$ cat config.mk
export PLATFORM = sky130hd
export DESIGN_NAME = indexed_list_engine_unit
export DESIGN_NICKNAME = d
export VERILOG_FILES = /design/src/ile_pkg.sv /design/src/ile_ram.sv /design/src/indexed_list_engine_unit.sv
export SDC_FILE = /design/constraint.sdc
export NUM_CORES = 2
export LEC_CHECK = 0
export ABC_AREA = 1
export BUFFER_PORTS_ARGS = -buffer_cell sky130_fd_sc_hd__buf_2
export CAP_MARGIN = 25
export CORE_MARGIN = 2
export CORE_UTILIZATION = 60
export DETAILED_ROUTE_END_ITERATION = 7
export PLACE_DENSITY = 0.76
export SLEW_MARGIN = 15
export SYNTH_ARGS = -nofsm -noshare
export SYNTH_HDL_FRONTEND = slang
export SYNTH_SLANG_ARGS = --single-unit
$ cat constraint.sdc
create_clock -name clock -period 15.6 [get_ports clock]
set_clock_uncertainty 0.1 [all_clocks]
set_input_delay 3.12 -clock clock [delete_from_list [all_inputs] [get_ports clock]]
set_output_delay 3.12 -clock clock [all_outputs]
set_load 0.05 [all_outputs]
$ cat src/ile_pkg.sv
// ----------------------------------------------------------------------------
// ile_pkg - shared definitions for the indexed list engine
// Operation and status codes, port widths and parameter defaults.
// ----------------------------------------------------------------------------
package ile_pkg;

   localparam int DEPTH_DEFAULT       = 64;
   localparam int VALUE_WIDTH_DEFAULT = 32;
   localparam int WORD_WIDTH          = 32;  // width of value and read_value ports
   localparam int WIDE_WIDTH          = 64;  // widest stored value
   localparam int KIND_WIDTH          = 3;
   localparam int STATUS_WIDTH        = 2;

   typedef enum logic [KIND_WIDTH-1:0] {
      KIND_APPEND   = 3'd0,
      KIND_READ     = 3'd1,
      KIND_REMOVE   = 3'd2,
      KIND_INSERT   = 3'd3,
      KIND_CONTAINS = 3'd4,
      KIND_SWAP     = 3'd5
   } kind_type;

   typedef enum logic [STATUS_WIDTH-1:0] {
      ST_OK    = 2'd0,
      ST_RANGE = 2'd1,
      ST_FULL  = 2'd2,
      ST_EMPTY = 2'd3
   } status_type;

endpackage

$ cat src/ile_ram.sv
// ----------------------------------------------------------------------------
// ile_ram - generic simple dual-port RAM
// One write port, one read port, registered read data.
// ----------------------------------------------------------------------------
module ile_ram #(
   parameter int WIDTH = 32,
   parameter int DEPTH = 64
) (
   input  logic                     clock,
   input  logic                     wr_en,
   input  logic [$clog2(DEPTH)-1:0] wr_addr,
   input  logic [WIDTH-1:0]         wr_data,
   input  logic [$clog2(DEPTH)-1:0] rd_addr,
   output logic [WIDTH-1:0]         rd_data
);

   logic [WIDTH-1:0] mem_ff [DEPTH];

   always_ff @(posedge clock) begin
      if (wr_en) begin
         mem_ff[wr_addr] <= wr_data;
      end
      rd_data <= mem_ff[rd_addr];
   end

endmodule

$ cat src/indexed_list_engine_unit.sv
// ----------------------------------------------------------------------------
// indexed_list_engine_unit - ordered list with indexed access
// Append, read, remove, insert, membership search and swap over a list of up
// to DEPTH words kept in one RAM, walked by a small sequencer.
// ----------------------------------------------------------------------------
//
//  channel | direction | handshake           | payload
//  --------+-----------+---------------------+----------------------------------
//  req     | in        | req_valid/req_ready | kind, index_a, index_b, value
//  rsp     | out       | rsp_valid/rsp_ready | read_value, found, status, length
//
// Path of each operation from acceptance to the result register (S_FINISH):
//   append, or any rejected operation: straight to S_FINISH
//   read: S_FETCH, S_USE; swap: S_FETCH, S_USE twice, then S_PUT
//   remove at i: S_FETCH, S_USE per entry moved down (none at the last entry)
//   insert at i: S_FETCH, S_USE per entry moved up, then S_PUT (direct if i==count)
//   contains: S_FETCH, S_USE per entry visited up to and including the match
// The single RAM read port makes moved or searched entries go one at a time.
// Reset clears the list length and the handshake state; the RAM is not cleared,
// since no entry at or beyond the length is ever read.
// A finished result waits in the rsp register; the next req transfer is taken
// while it waits, and only the following result stalls on rsp_ready.
// ----------------------------------------------------------------------------
module indexed_list_engine_unit
   import ile_pkg::*;
#(
   parameter int DEPTH       = DEPTH_DEFAULT,
   parameter int VALUE_WIDTH = VALUE_WIDTH_DEFAULT
) (
   input  logic                       clock,
   input  logic                       reset,
   // request channel
   input  logic                       req_valid,
   output logic                       req_ready,
   input  logic [KIND_WIDTH-1:0]      req_kind,
   input  logic [$clog2(DEPTH+1)-1:0] req_index_a,
   input  logic [$clog2(DEPTH)-1:0]   req_index_b,
   input  logic [WORD_WIDTH-1:0]      req_value,
   // response channel
   output logic                       rsp_valid,
   input  logic                       rsp_ready,
   output logic [WORD_WIDTH-1:0]      rsp_read_value,
   output logic                       rsp_found,
   output logic [STATUS_WIDTH-1:0]    rsp_status,
   output logic [$clog2(DEPTH+1)-1:0] rsp_length
);

   localparam int CW = $clog2(DEPTH + 1);   // count / position width
   localparam int AW = $clog2(DEPTH);       // RAM address width
   localparam logic [CW-1:0] FULL_COUNT = CW'(DEPTH);
   localparam logic [CW-1:0] ONE        = CW'(1);

   // one-hot sequencer
   typedef enum logic [4:0] {
      S_IDLE   = 5'b00001,
      S_FETCH  = 5'b00010,   // RAM read address presented
      S_USE    = 5'b00100,   // RAM read data available
      S_PUT    = 5'b01000,   // final write of insert / swap
      S_FINISH = 5'b10000    // load result register
   } state_type;

   state_type              state_ff, state_in;
   logic [CW-1:0]          count_ff, count_in;
   kind_type               kind_ff, kind_in;
   logic [CW-1:0]          ia_ff, ia_in;
   logic [AW-1:0]          ib_ff, ib_in;
   logic [VALUE_WIDTH-1:0] val_ff, val_in;
   logic [VALUE_WIDTH-1:0] tmp_ff, tmp_in;
   logic [CW-1:0]          src_ff, src_in;
   logic [CW-1:0]          dst_ff, dst_in;
   logic                   phase_ff, phase_in;   // swap: first read done
   logic [WORD_WIDTH-1:0]  res_rd_ff, res_rd_in;
   logic                   res_found_ff, res_found_in;
   status_type             res_status_ff, res_status_in;
   logic                   rsp_valid_ff, rsp_valid_in;
   logic [WORD_WIDTH-1:0]  rsp_rd_ff, rsp_rd_in;
   logic                   rsp_found_ff, rsp_found_in;
   status_type             rsp_status_ff, rsp_status_in;
   logic [CW-1:0]          rsp_length_ff, rsp_length_in;

   // RAM port signals
   logic                   mem_we;
   logic [AW-1:0]          mem_waddr;
   logic [VALUE_WIDTH-1:0] mem_wdata;
   logic [AW-1:0]          mem_raddr;
   logic [VALUE_WIDTH-1:0] mem_rdata;

   // value width adaptation
   logic [WIDE_WIDTH-1:0]  req_value_wide;
   logic [VALUE_WIDTH-1:0] req_value_m;
   logic [WIDE_WIDTH-1:0]  rdata_wide;
   logic [CW-1:0]          ib_ext;
   logic [CW-1:0]          req_ia_inc;
   logic [CW-1:0]          src_inc;
   logic [CW-1:0]          src_dec;
   logic [CW-1:0]          dst_inc;
   logic [CW-1:0]          dst_dec;
   logic [CW-1:0]          count_inc;
   logic [CW-1:0]          count_dec;
   logic                   list_empty;
   logic                   list_full;

   ile_ram #(
      .WIDTH (VALUE_WIDTH),
      .DEPTH (DEPTH)
   ) u_ram (
      .clock   (clock),
      .wr_en   (mem_we),
      .wr_addr (mem_waddr),
      .wr_data (mem_wdata),
      .rd_addr (mem_raddr),
      .rd_data (mem_rdata)
   );

   always_comb begin
      req_value_wide = '0;
      req_value_wide[WORD_WIDTH-1:0] = req_value;
      req_value_m = req_value_wide[VALUE_WIDTH-1:0];
      rdata_wide = '0;
      rdata_wide[VALUE_WIDTH-1:0] = mem_rdata;
      ib_ext = '0;
      ib_ext[AW-1:0] = req_index_b;
   end

   assign req_ia_inc = req_index_a + ONE;
   assign src_inc    = src_ff + ONE;
   assign src_dec    = src_ff - ONE;
   assign dst_inc    = dst_ff + ONE;
   assign dst_dec    = dst_ff - ONE;
   assign count_inc  = count_ff + ONE;
   assign count_dec  = count_ff - ONE;
   assign list_empty = (count_ff == '0);
   assign list_full  = (count_ff == FULL_COUNT);

   assign req_ready = (state_ff == S_IDLE);

   always_comb begin
      state_in      = state_ff;
      count_in      = count_ff;
      kind_in       = kind_ff;
      ia_in         = ia_ff;
      ib_in         = ib_ff;
      val_in        = val_ff;
      tmp_in        = tmp_ff;
      src_in        = src_ff;
      dst_in        = dst_ff;
      phase_in      = phase_ff;
      res_rd_in     = res_rd_ff;
      res_found_in  = res_found_ff;
      res_status_in = res_status_ff;
      rsp_valid_in  = rsp_valid_ff && !rsp_ready;
      rsp_rd_in     = rsp_rd_ff;
      rsp_found_in  = rsp_found_ff;
      rsp_status_in = rsp_status_ff;
      rsp_length_in = rsp_length_ff;
      mem_we        = 1'b0;
      mem_waddr     = src_ff[AW-1:0];
      mem_wdata     = mem_rdata;
      mem_raddr     = src_ff[AW-1:0];

      unique case (state_ff)
         S_IDLE: begin
            if (req_valid) begin
               kind_in       = kind_type'(req_kind);
               ia_in         = req_index_a;
               ib_in         = req_index_b;
               val_in        = req_value_m;
               res_rd_in     = '0;
               res_found_in  = 1'b0;
               res_status_in = ST_OK;
               phase_in      = 1'b0;
               state_in      = S_FINISH;
               case (req_kind)
                  KIND_APPEND: begin
                     if (list_full) begin
                        res_status_in = ST_FULL;
                     end else begin
                        mem_we    = 1'b1;
                        mem_waddr = count_ff[AW-1:0];
                        mem_wdata = req_value_m;
                        count_in  = count_inc;
                     end
                  end
                  KIND_READ: begin
                     if (list_empty) begin
                        res_status_in = ST_EMPTY;
                     end else if (req_index_a >= count_ff) begin
                        // past the end: return the last entry, flagged
                        res_status_in = ST_RANGE;
                        src_in        = count_dec;
                        state_in      = S_FETCH;
                     end else begin
                        src_in   = req_index_a;
                        state_in = S_FETCH;
                     end
                  end
                  KIND_REMOVE: begin
                     if (list_empty) begin
                        res_status_in = ST_EMPTY;
                     end else if (req_index_a >= count_ff) begin
                        res_status_in = ST_RANGE;
                     end else if (req_ia_inc < count_ff) begin
                        src_in   = req_ia_inc;
                        dst_in   = req_index_a;
                        state_in = S_FETCH;
                     end else begin
                        count_in = count_dec;   // last entry: nothing to close up
                     end
                  end
                  KIND_INSERT: begin
                     if (req_index_a > count_ff) begin
                        res_status_in = ST_RANGE;
                     end else if (list_full) begin
                        res_status_in = ST_FULL;
                     end else if (req_index_a == count_ff) begin
                        mem_we    = 1'b1;
                        mem_waddr = req_index_a[AW-1:0];
                        mem_wdata = req_value_m;
                        count_in  = count_inc;
                     end else begin
                        src_in   = count_dec;
                        dst_in   = count_ff;
                        state_in = S_FETCH;
                     end
                  end
                  KIND_CONTAINS: begin
                     if (!list_empty) begin
                        src_in   = '0;
                        state_in = S_FETCH;
                     end
                  end
                  KIND_SWAP: begin
                     if (list_empty) begin
                        res_status_in = ST_EMPTY;
                     end else if (req_index_a >= count_ff || ib_ext >= count_ff) begin
                        res_status_in = ST_RANGE;
                     end else begin
                        src_in   = req_index_a;
                        state_in = S_FETCH;
                     end
                  end
                  default: begin
                     // unused codes: no change, plain ok
                  end
               endcase
            end
         end

         S_FETCH: begin
            mem_raddr = src_ff[AW-1:0];
            state_in  = S_USE;
         end

         S_USE: begin
            state_in = S_FINISH;
            case (kind_ff)
               KIND_READ: begin
                  res_rd_in = rdata_wide[WORD_WIDTH-1:0];
               end
               KIND_REMOVE: begin
                  mem_we    = 1'b1;
                  mem_waddr = dst_ff[AW-1:0];
                  mem_wdata = mem_rdata;
                  if (src_inc < count_ff) begin
                     src_in   = src_inc;
                     dst_in   = dst_inc;
                     state_in = S_FETCH;
                  end else begin
                     count_in = count_dec;
                  end
               end
               KIND_INSERT: begin
                  mem_we    = 1'b1;
                  mem_waddr = dst_ff[AW-1:0];
                  mem_wdata = mem_rdata;
                  if (src_ff > ia_ff) begin
                     src_in   = src_dec;
                     dst_in   = dst_dec;
                     state_in = S_FETCH;
                  end else begin
                     state_in = S_PUT;
                  end
               end
               KIND_CONTAINS: begin
                  if (mem_rdata == val_ff) begin
                     res_found_in = 1'b1;
                  end else if (src_inc < count_ff) begin
                     src_in   = src_inc;
                     state_in = S_FETCH;
                  end
               end
               KIND_SWAP: begin
                  if (!phase_ff) begin
                     tmp_in   = mem_rdata;
                     src_in   = '0;
                     src_in[AW-1:0] = ib_ff;
                     phase_in = 1'b1;
                     state_in = S_FETCH;
                  end else begin
                     mem_we    = 1'b1;
                     mem_waddr = ia_ff[AW-1:0];
                     mem_wdata = mem_rdata;
                     state_in  = S_PUT;
                  end
               end
               default: begin
               end
            endcase
         end

         S_PUT: begin
            mem_we   = 1'b1;
            state_in = S_FINISH;
            if (kind_ff == KIND_INSERT) begin
               mem_waddr = ia_ff[AW-1:0];
               mem_wdata = val_ff;
               count_in  = count_inc;
            end else begin
               mem_waddr = ib_ff;
               mem_wdata = tmp_ff;
            end
         end

         S_FINISH: begin
            if (!rsp_valid_ff || rsp_ready) begin
               rsp_valid_in  = 1'b1;
               rsp_rd_in     = res_rd_ff;
               rsp_found_in  = res_found_ff;
               rsp_status_in = res_status_ff;
               rsp_length_in = count_ff;
               state_in      = S_IDLE;
            end
         end

         default: begin
            state_in = S_IDLE;
         end
      endcase
   end

   always_ff @(posedge clock) begin
      if (reset) begin
         state_ff     <= S_IDLE;
         count_ff     <= '0;
         rsp_valid_ff <= 1'b0;
      end else begin
         state_ff     <= state_in;
         count_ff     <= count_in;
         rsp_valid_ff <= rsp_valid_in;
      end
      kind_ff       <= kind_in;
      ia_ff         <= ia_in;
      ib_ff         <= ib_in;
      val_ff        <= val_in;
      tmp_ff        <= tmp_in;
      src_ff        <= src_in;
      dst_ff        <= dst_in;
      phase_ff      <= phase_in;
      res_rd_ff     <= res_rd_in;
      res_found_ff  <= res_found_in;
      res_status_ff <= res_status_in;
      rsp_rd_ff     <= rsp_rd_in;
      rsp_found_ff  <= rsp_found_in;
      rsp_status_ff <= rsp_status_in;
      rsp_length_ff <= rsp_length_in;
   end

   assign rsp_valid      = rsp_valid_ff;
   assign rsp_read_value = rsp_rd_ff;
   assign rsp_found      = rsp_found_ff;
   assign rsp_status     = rsp_status_ff;
   assign rsp_length     = rsp_length_ff;

endmodule

# Word-level counts from Yosys, hierarchy flattened

Memory sizes are Yosys's and may differ from the RTL's. A register that Yosys moved wholly into a read port is not among the register bits.
Index checks and enable logic that the tools add are counted.

Register bits: 185
Bits in writable memories: 2,048
Input port bits: 52
Memories kept: 1

$add $sub $neg: 7
Magnitude comparators: 6
Equal/unequal tests: 49
Mux-type cells: 109
Bitwise operators: 1
Reduce and logical (&&, ||, !) cells: 22

Memories:

| memory       | words | width | rd ports | clocked after memory_dff | wr ports | RTL line      | text |
|---|---|---|---|---|---|---|---|
| u_ram.mem_ff | 64    | 32    | 1        | 1                        | 1        | ile_ram.sv:17 | `logic [WIDTH-1:0] mem_ff [DEPTH];` |

Operators by type and width:

| operator                                         | count |
|---|---|
| two-way mux 32 bit                               | 8 |
| two-way mux 7 bit                                | 36 |
| case mux 32 bit (2 select lines)                 | 3 |
| two-way mux 5 bit                                | 13 |
| case mux 7 bit (2 select lines)                  | 4 |
| inequality test 3 bit, second input constant     | 17 |
| two-way mux 6 bit                                | 7 |
| case mux 7 bit (3 select lines)                  | 2 |
| case mux 5 bit (4 select lines)                  | 2 |
| case mux 7 bit (5 select lines)                  | 1 |
| == test 32 bit                                   | 1 |
| adder 7 x 1 -> 7 bit, second input constant      | 4 |
| case mux 7 bit (4 select lines)                  | 1 |
| case mux 5 bit (5 select lines)                  | 1 |
| case mux 6 bit (2 select lines)                  | 2 |
| subtractor 7 x 1 -> 7 bit, second input constant | 3 |
| case mux 6 bit (3 select lines)                  | 1 |
| AND reduction 17 bit                             | 1 |
| two-way mux 1 bit                                | 16 |
| greater-than comparator 7 bit                    | 2 |
| < comparator 7 bit                               | 2 |
| AND reduction 13 bit                             | 1 |
| == test 3 x 2 -> 1 bit, second input constant    | 4 |
| == test 3 bit, second input constant             | 4 |
| other kinds (35)                                 | 58 |

# Depth between registers and ports, before layout

Depth after elaboration: 9
Gate-level depth with buffers: 19
Gate-level depth less buffers: 19

# Modules after synthesis

A second synthesis with hierarchy kept.

Cells, all modules: 7,871
Area, all modules: 93,108.0 µm²

By module, submodules not included:

| module                   | times used | cells an instance | area an instance (µm²) | sequential area each (µm²) |
|---|---|---|---|---|
| ile_ram                  | 1          | 6,785             | 82,785.6               | 62,139.6 |
| indexed_list_engine_unit | 1          | 1,086             | 10,322.4               | 5,395.2 |

# Worst setup path before layout

OpenSTA, ideal clock, no wires.

Path type: input-to-reg
Start point: input req_valid
End point: memory u_ram.mem_ff[10][0], enable pin
Library setup time: 0.421 ns
Arrival time: 7.611 ns
Slack: 7.468 ns
Cell stages on the path: 6
Path buffers: 0
Cell sequence: inv_1 nor2_1 a221oi_4 a21oi_4 nand2_4 nor2_1

Cells in the longest elaborated chain, start to end: 4
Elaborated cells on any way between the ends: 6

Ends and longest elaborated chain:

| item                                    | RTL line                        | text |
|---|---|---|
| start, declared                         | indexed_list_engine_unit.sv:33  | `input logic req_valid,` |
| two-way mux 1 bit                       | indexed_list_engine_unit.sv:163 | `if (req_valid) begin` |
| case mux 1 bit (3 select lines)         | indexed_list_engine_unit.sv:161 | `unique case (state_ff)` |
| two-way mux 1 bit                       | ile_ram.sv:20                   | `if (wr_en) begin` |
| two-way mux 1 bit (implied by the code) | ile_ram.sv:21                   | `mem_ff[wr_addr] <= wr_data;` |
| end, declared                           | ile_ram.sv:17                   |  |

Several ways; a longest one is shown, not always the timed one.

# Worst setup path in the final report

Start point: input req_index_a[2]
End point: memory u_ram.mem_ff[31][3], enable pin

Cells in the longest elaborated chain, start to end: 9
Elaborated cells on any way between the ends: 16

Ends and longest elaborated chain:

| item                                                                  | RTL line                       | text |
|---|---|---|
| start, declared                                                       | indexed_list_engine_unit.sv:36 | `input logic [$clog2(DEPTH+1)-1:0] req_index_a,` |
| branches (longest 9 deep; another with greater-than comparator 7 bit) | --                             |  |

Parallel ways; which one is timed is not known.

==> flow_summary.json <==
{
  "seq_area_um2": 67500,
  "syn_area_um2": 90800,
  "synth_ff_type": "edfxtp_1",
  "syn_nets": 7046,
  "totalWireLength_um": 247000,
  "ys_ff_latch": 2264,
  "period_minus_slack_ns": 6.31,
  "die_area_um2": 154000,
  "fmax_mhz": 159,
  "maxCapViolCount": 0,
  "multi_input_area_um2": 21300,
  "crit_required_ns": 16.05,
  "crit_slowest_cell": "nor2_4",
  "cts_root_buffer": "clkbuf_16",
  "grtUsageMet1": 0.461,
  "critPathLaunchType": "primary input",
  "io_buffer_count": 95,
  "worst_pin_slew_ns": 1.06,
  "use_met3": 0.0708,
  "report.final.slew_viol_count": 0,
  "clockBufferDepth": 3,
  "p_leak_uw": 0.0327,
  "critPathArrivalTime_ns": 6.76,
  "pwr-share-comb": 0.263,
  "rows": 142,
  "power_density_nw_per_um2": 177,
  "cts_hold_buf": 0,
  "worstRegToRegCells": 10,
  "cts-buffers-inserted": 216,
  "grt_usage": 0.315,
  "path_class": "in2reg",
  "rsz0062_at_grt": "false",
  "syn_area_per_cell_um2": 13.1,
  "cts.sink_count": 2264,
  "synthCells": 6949,
  "synth_async_sr_flop_share": 0,
  "io_pins": 96,
  "grt_pass1_vias": 56422,
  "placed_cells": 8708,
  "route.detailed.drc": 0,
  "gp_congestion": 0.961,
  "dr.pass1.iters": 8,
  "viasPerCell": 6.59,
  "p_sw_uw": 6200,
  "cts.reportedPaths.clkPinSlew_ns": 0.06,
  "status": "complete, no violations",
  "synth-edff-count": 2219,
  "mostFrequentLayoutCell": "edfxtp_1",
  "antenna_found_initial": 6,
  "fin_tns_setup_ns": 0,
  "layout.cells.non_filler": 9142,
  "grt_util_met2": 0.461,
  "ys_types": 54,
  "fin_crit_sh": 0.404,
  "final_cell_mix": "edfxtp_1 (2219), nor2_1 (1156), o21ai_0 (1070), nand2_1 (470), o22ai_1 (359)",
  "post_cts_buffers": 0,
  "fp.dieW_um": 393,
  "chipHeight_um": 393,
  "synth-seq-area-share": 0.744,
  "num_vias": 60239,
  "pwr-share-clk": 0.289,
  "cp_slowest_stage_delay_ns": 0.78,
  "syn_to_final_growth_pct": 11.5,
  "grt_pass1_wl_um": 357000,
  "initialDrtViolationCount": 10306,
  "core_um2": 150000,
  "synth_area_leaders": "edfxtp_1 (73%), o21ai_0 (5.9%), nor2_1 (5.1%)",
  "initial_utilization": 0.605,
  "ys.warnings.count": 0,
  "synth.top_cell.area_share": 0.734,
  "fillers": 9997,
  "max-vdd-ir-drop_mv": 0.190,
  "postCtsResizedCells": 0,
  "synth_top_cell_by_area": "edfxtp_1",
  "clk_latency_ns": 0.86,
  "cp_max_fo": 17,
  "dp_hpwl_um": 141000,
  "tritoncts": "done",
  "power_frac_seq": 0.448,
  "switching_share": 0.345,
  "busiest_layer": "met2",
  "hold_class": "reg2reg",
  "fin_nets": 7031,
  "critPathCaptureType": "flip-flop",
  "ant_nets": 0,
  "p_int_uw": 11800,
  "maxSlewHeadroom": 0.292,
  "drive_gt1_frac": 0.101,
  "final-setup-viol-count": 0,
  "cp_common_cell": "nand2_1",
  "htreeDepth": 4,
  "hold_viol_final": 0,
  "grt.overflow.total": 0,
  "hold_depth": 0,
  "crit_chain": "buf_2 -> ha_1 -> nand2_1 -> inv_1 -> nand2_1 -> nor2_1 -> nand3_4 -> o22ai_1 -> nand2_1 -> o21ai_1 -> nand2_1 -> nand3_2 -> nand3_2 -> nor2_4 -> buf_16",
  "wl_per_cell_um": 27.0,
  "grt_max_degree": 211
}
-- metal layers --
metal / up-vias / wire (µm)
met2: 4382 / 110000
li1: 25995 / -
met1: 29379 / 93600
met3: 479 / 33700
met5: - / 21
met4: 4 / 10200
-- cells in the mapped netlist (79+ instances only) --
cell type and count:
edfxtp_1 2219, nor2_1 1227, o21ai_0 1070, nand2_1 470
o22ai_1 359, clkbuf_1 358, nand3_1 250, o221ai_1 169
o211ai_1 129, inv_1 123, a21oi_1 109, buf_2 79
-- final timing paths --
path,slack [ns],from,endpoint
setup / recovery,9.29,req_index_a[2],u_ram.mem_ff[31][3]$_DFFE_PP_
hold / removal,0.31,res_rd_ff[23]$_SDFFCE_PN0P_,rsp_read_value[23]$_DFFE_PP_
hold reg to reg,0.31,res_rd_ff[23]$_SDFFCE_PN0P_,rsp_read_value[23]$_DFFE_PP_
setup reg to reg,10.00,src_ff[0]$_DFFE_PP_,u_ram.rd_data[29]$_DFF_P_
-- state kept, by name, summed over array words and instances (netlist names), 2 cells and up --
signal / count
u_ram.mem_ff: 2048
count_ff: 7
ib_ff: 6
res_status_ff: 2
src_ff: 7
u_ram.rd_data: 32
res_rd_ff: 32
rsp_length: 7
kind_ff: 3
ia_ff: 7
state_ff: 5
rsp_status: 2
tmp_ff: 32
dst_ff: 6
rsp_read_value: 32
val_ff: 32
-- layout make-up --
cell class                      count  share of cell area
Clock inverter                    139              0.0128
Clock buffer                      269              0.0569
Sequential cell                  2264               0.667
Timing Repair Buffer              237              0.0219
Tap cell                         2016              0.0249
Antenna cell                        2           0.0000494
Multi-Input combinational cell   4070               0.211
Inverter                          145             0.00560
-- critical path, delay by kind of cell --
kind	cells	cell delay, ns
and+or+nand+nor	9	2.38
buffers and inverters	3	0.47
AOI/OAI and AO/OA	2	0.42
adders and majority gates	1	0.33
-- power groups by stage --
| stage | logic (µW) | clock network, µW | registers [µW] |
|---|---|---|---|
| 6_report | 4710 | 5190 | 8040 |
| 3_3_place_gp | 4360 | 0 | 8150 |
| 4_1_cts | 4550 | 5210 | 8030 |
| 3_5_place_dp | 4520 | 0 | 8160 |
| 2_1_floorplan | 2550 | 0 | 8190 |
| 5_1_grt | 4970 | 5460 | 8040 |
-- stage by stage --
| step | hold WS, ns | setup slack [ns] | util | instance area [µm²] | total power, µW |
|---|---|---|---|---|---|
| 2_1_floorplan | 0.300 | 7.47 | - | 90800 | 10700 |
| 6_report | 0.313 | 9.29 | 0.675 | 101000 | 17900 |
| 3_5_place_dp | 0.305 | 8.36 | 0.624 | 93600 | 12700 |
| 5_1_grt | 0.317 | 9.18 | 0.675 | 101000 | 18500 |
| 4_1_cts | 0.304 | 9.23 | 0.672 | 101000 | 17800 |
| 3_3_place_gp | 0.301 | 8.37 | 0.622 | 93300 | 12500 |
-- cell families (layout without fill, tap and decap cells) --
| family | count (synthesis) | after routing | share of synthesized area |
|---|---|---|---|
| AOI/OAI and AO/OA | 1898 | 1898 | 0.122 |
| DFF | 2264 | 2264 | 0.744 |
| and+or+nand+nor | 2078 | 2078 | 0.0957 |
| buffers and inverters | 615 | 790 | 0.0270 |
| adders and majority gates | 45 | 45 | 0.00628 |
| other | 0 | 2 | 0 |
| xor gates and xnor gates | 49 | 49 | 0.00473 |
Note: power is estimated with default switching activity, not from simulation.
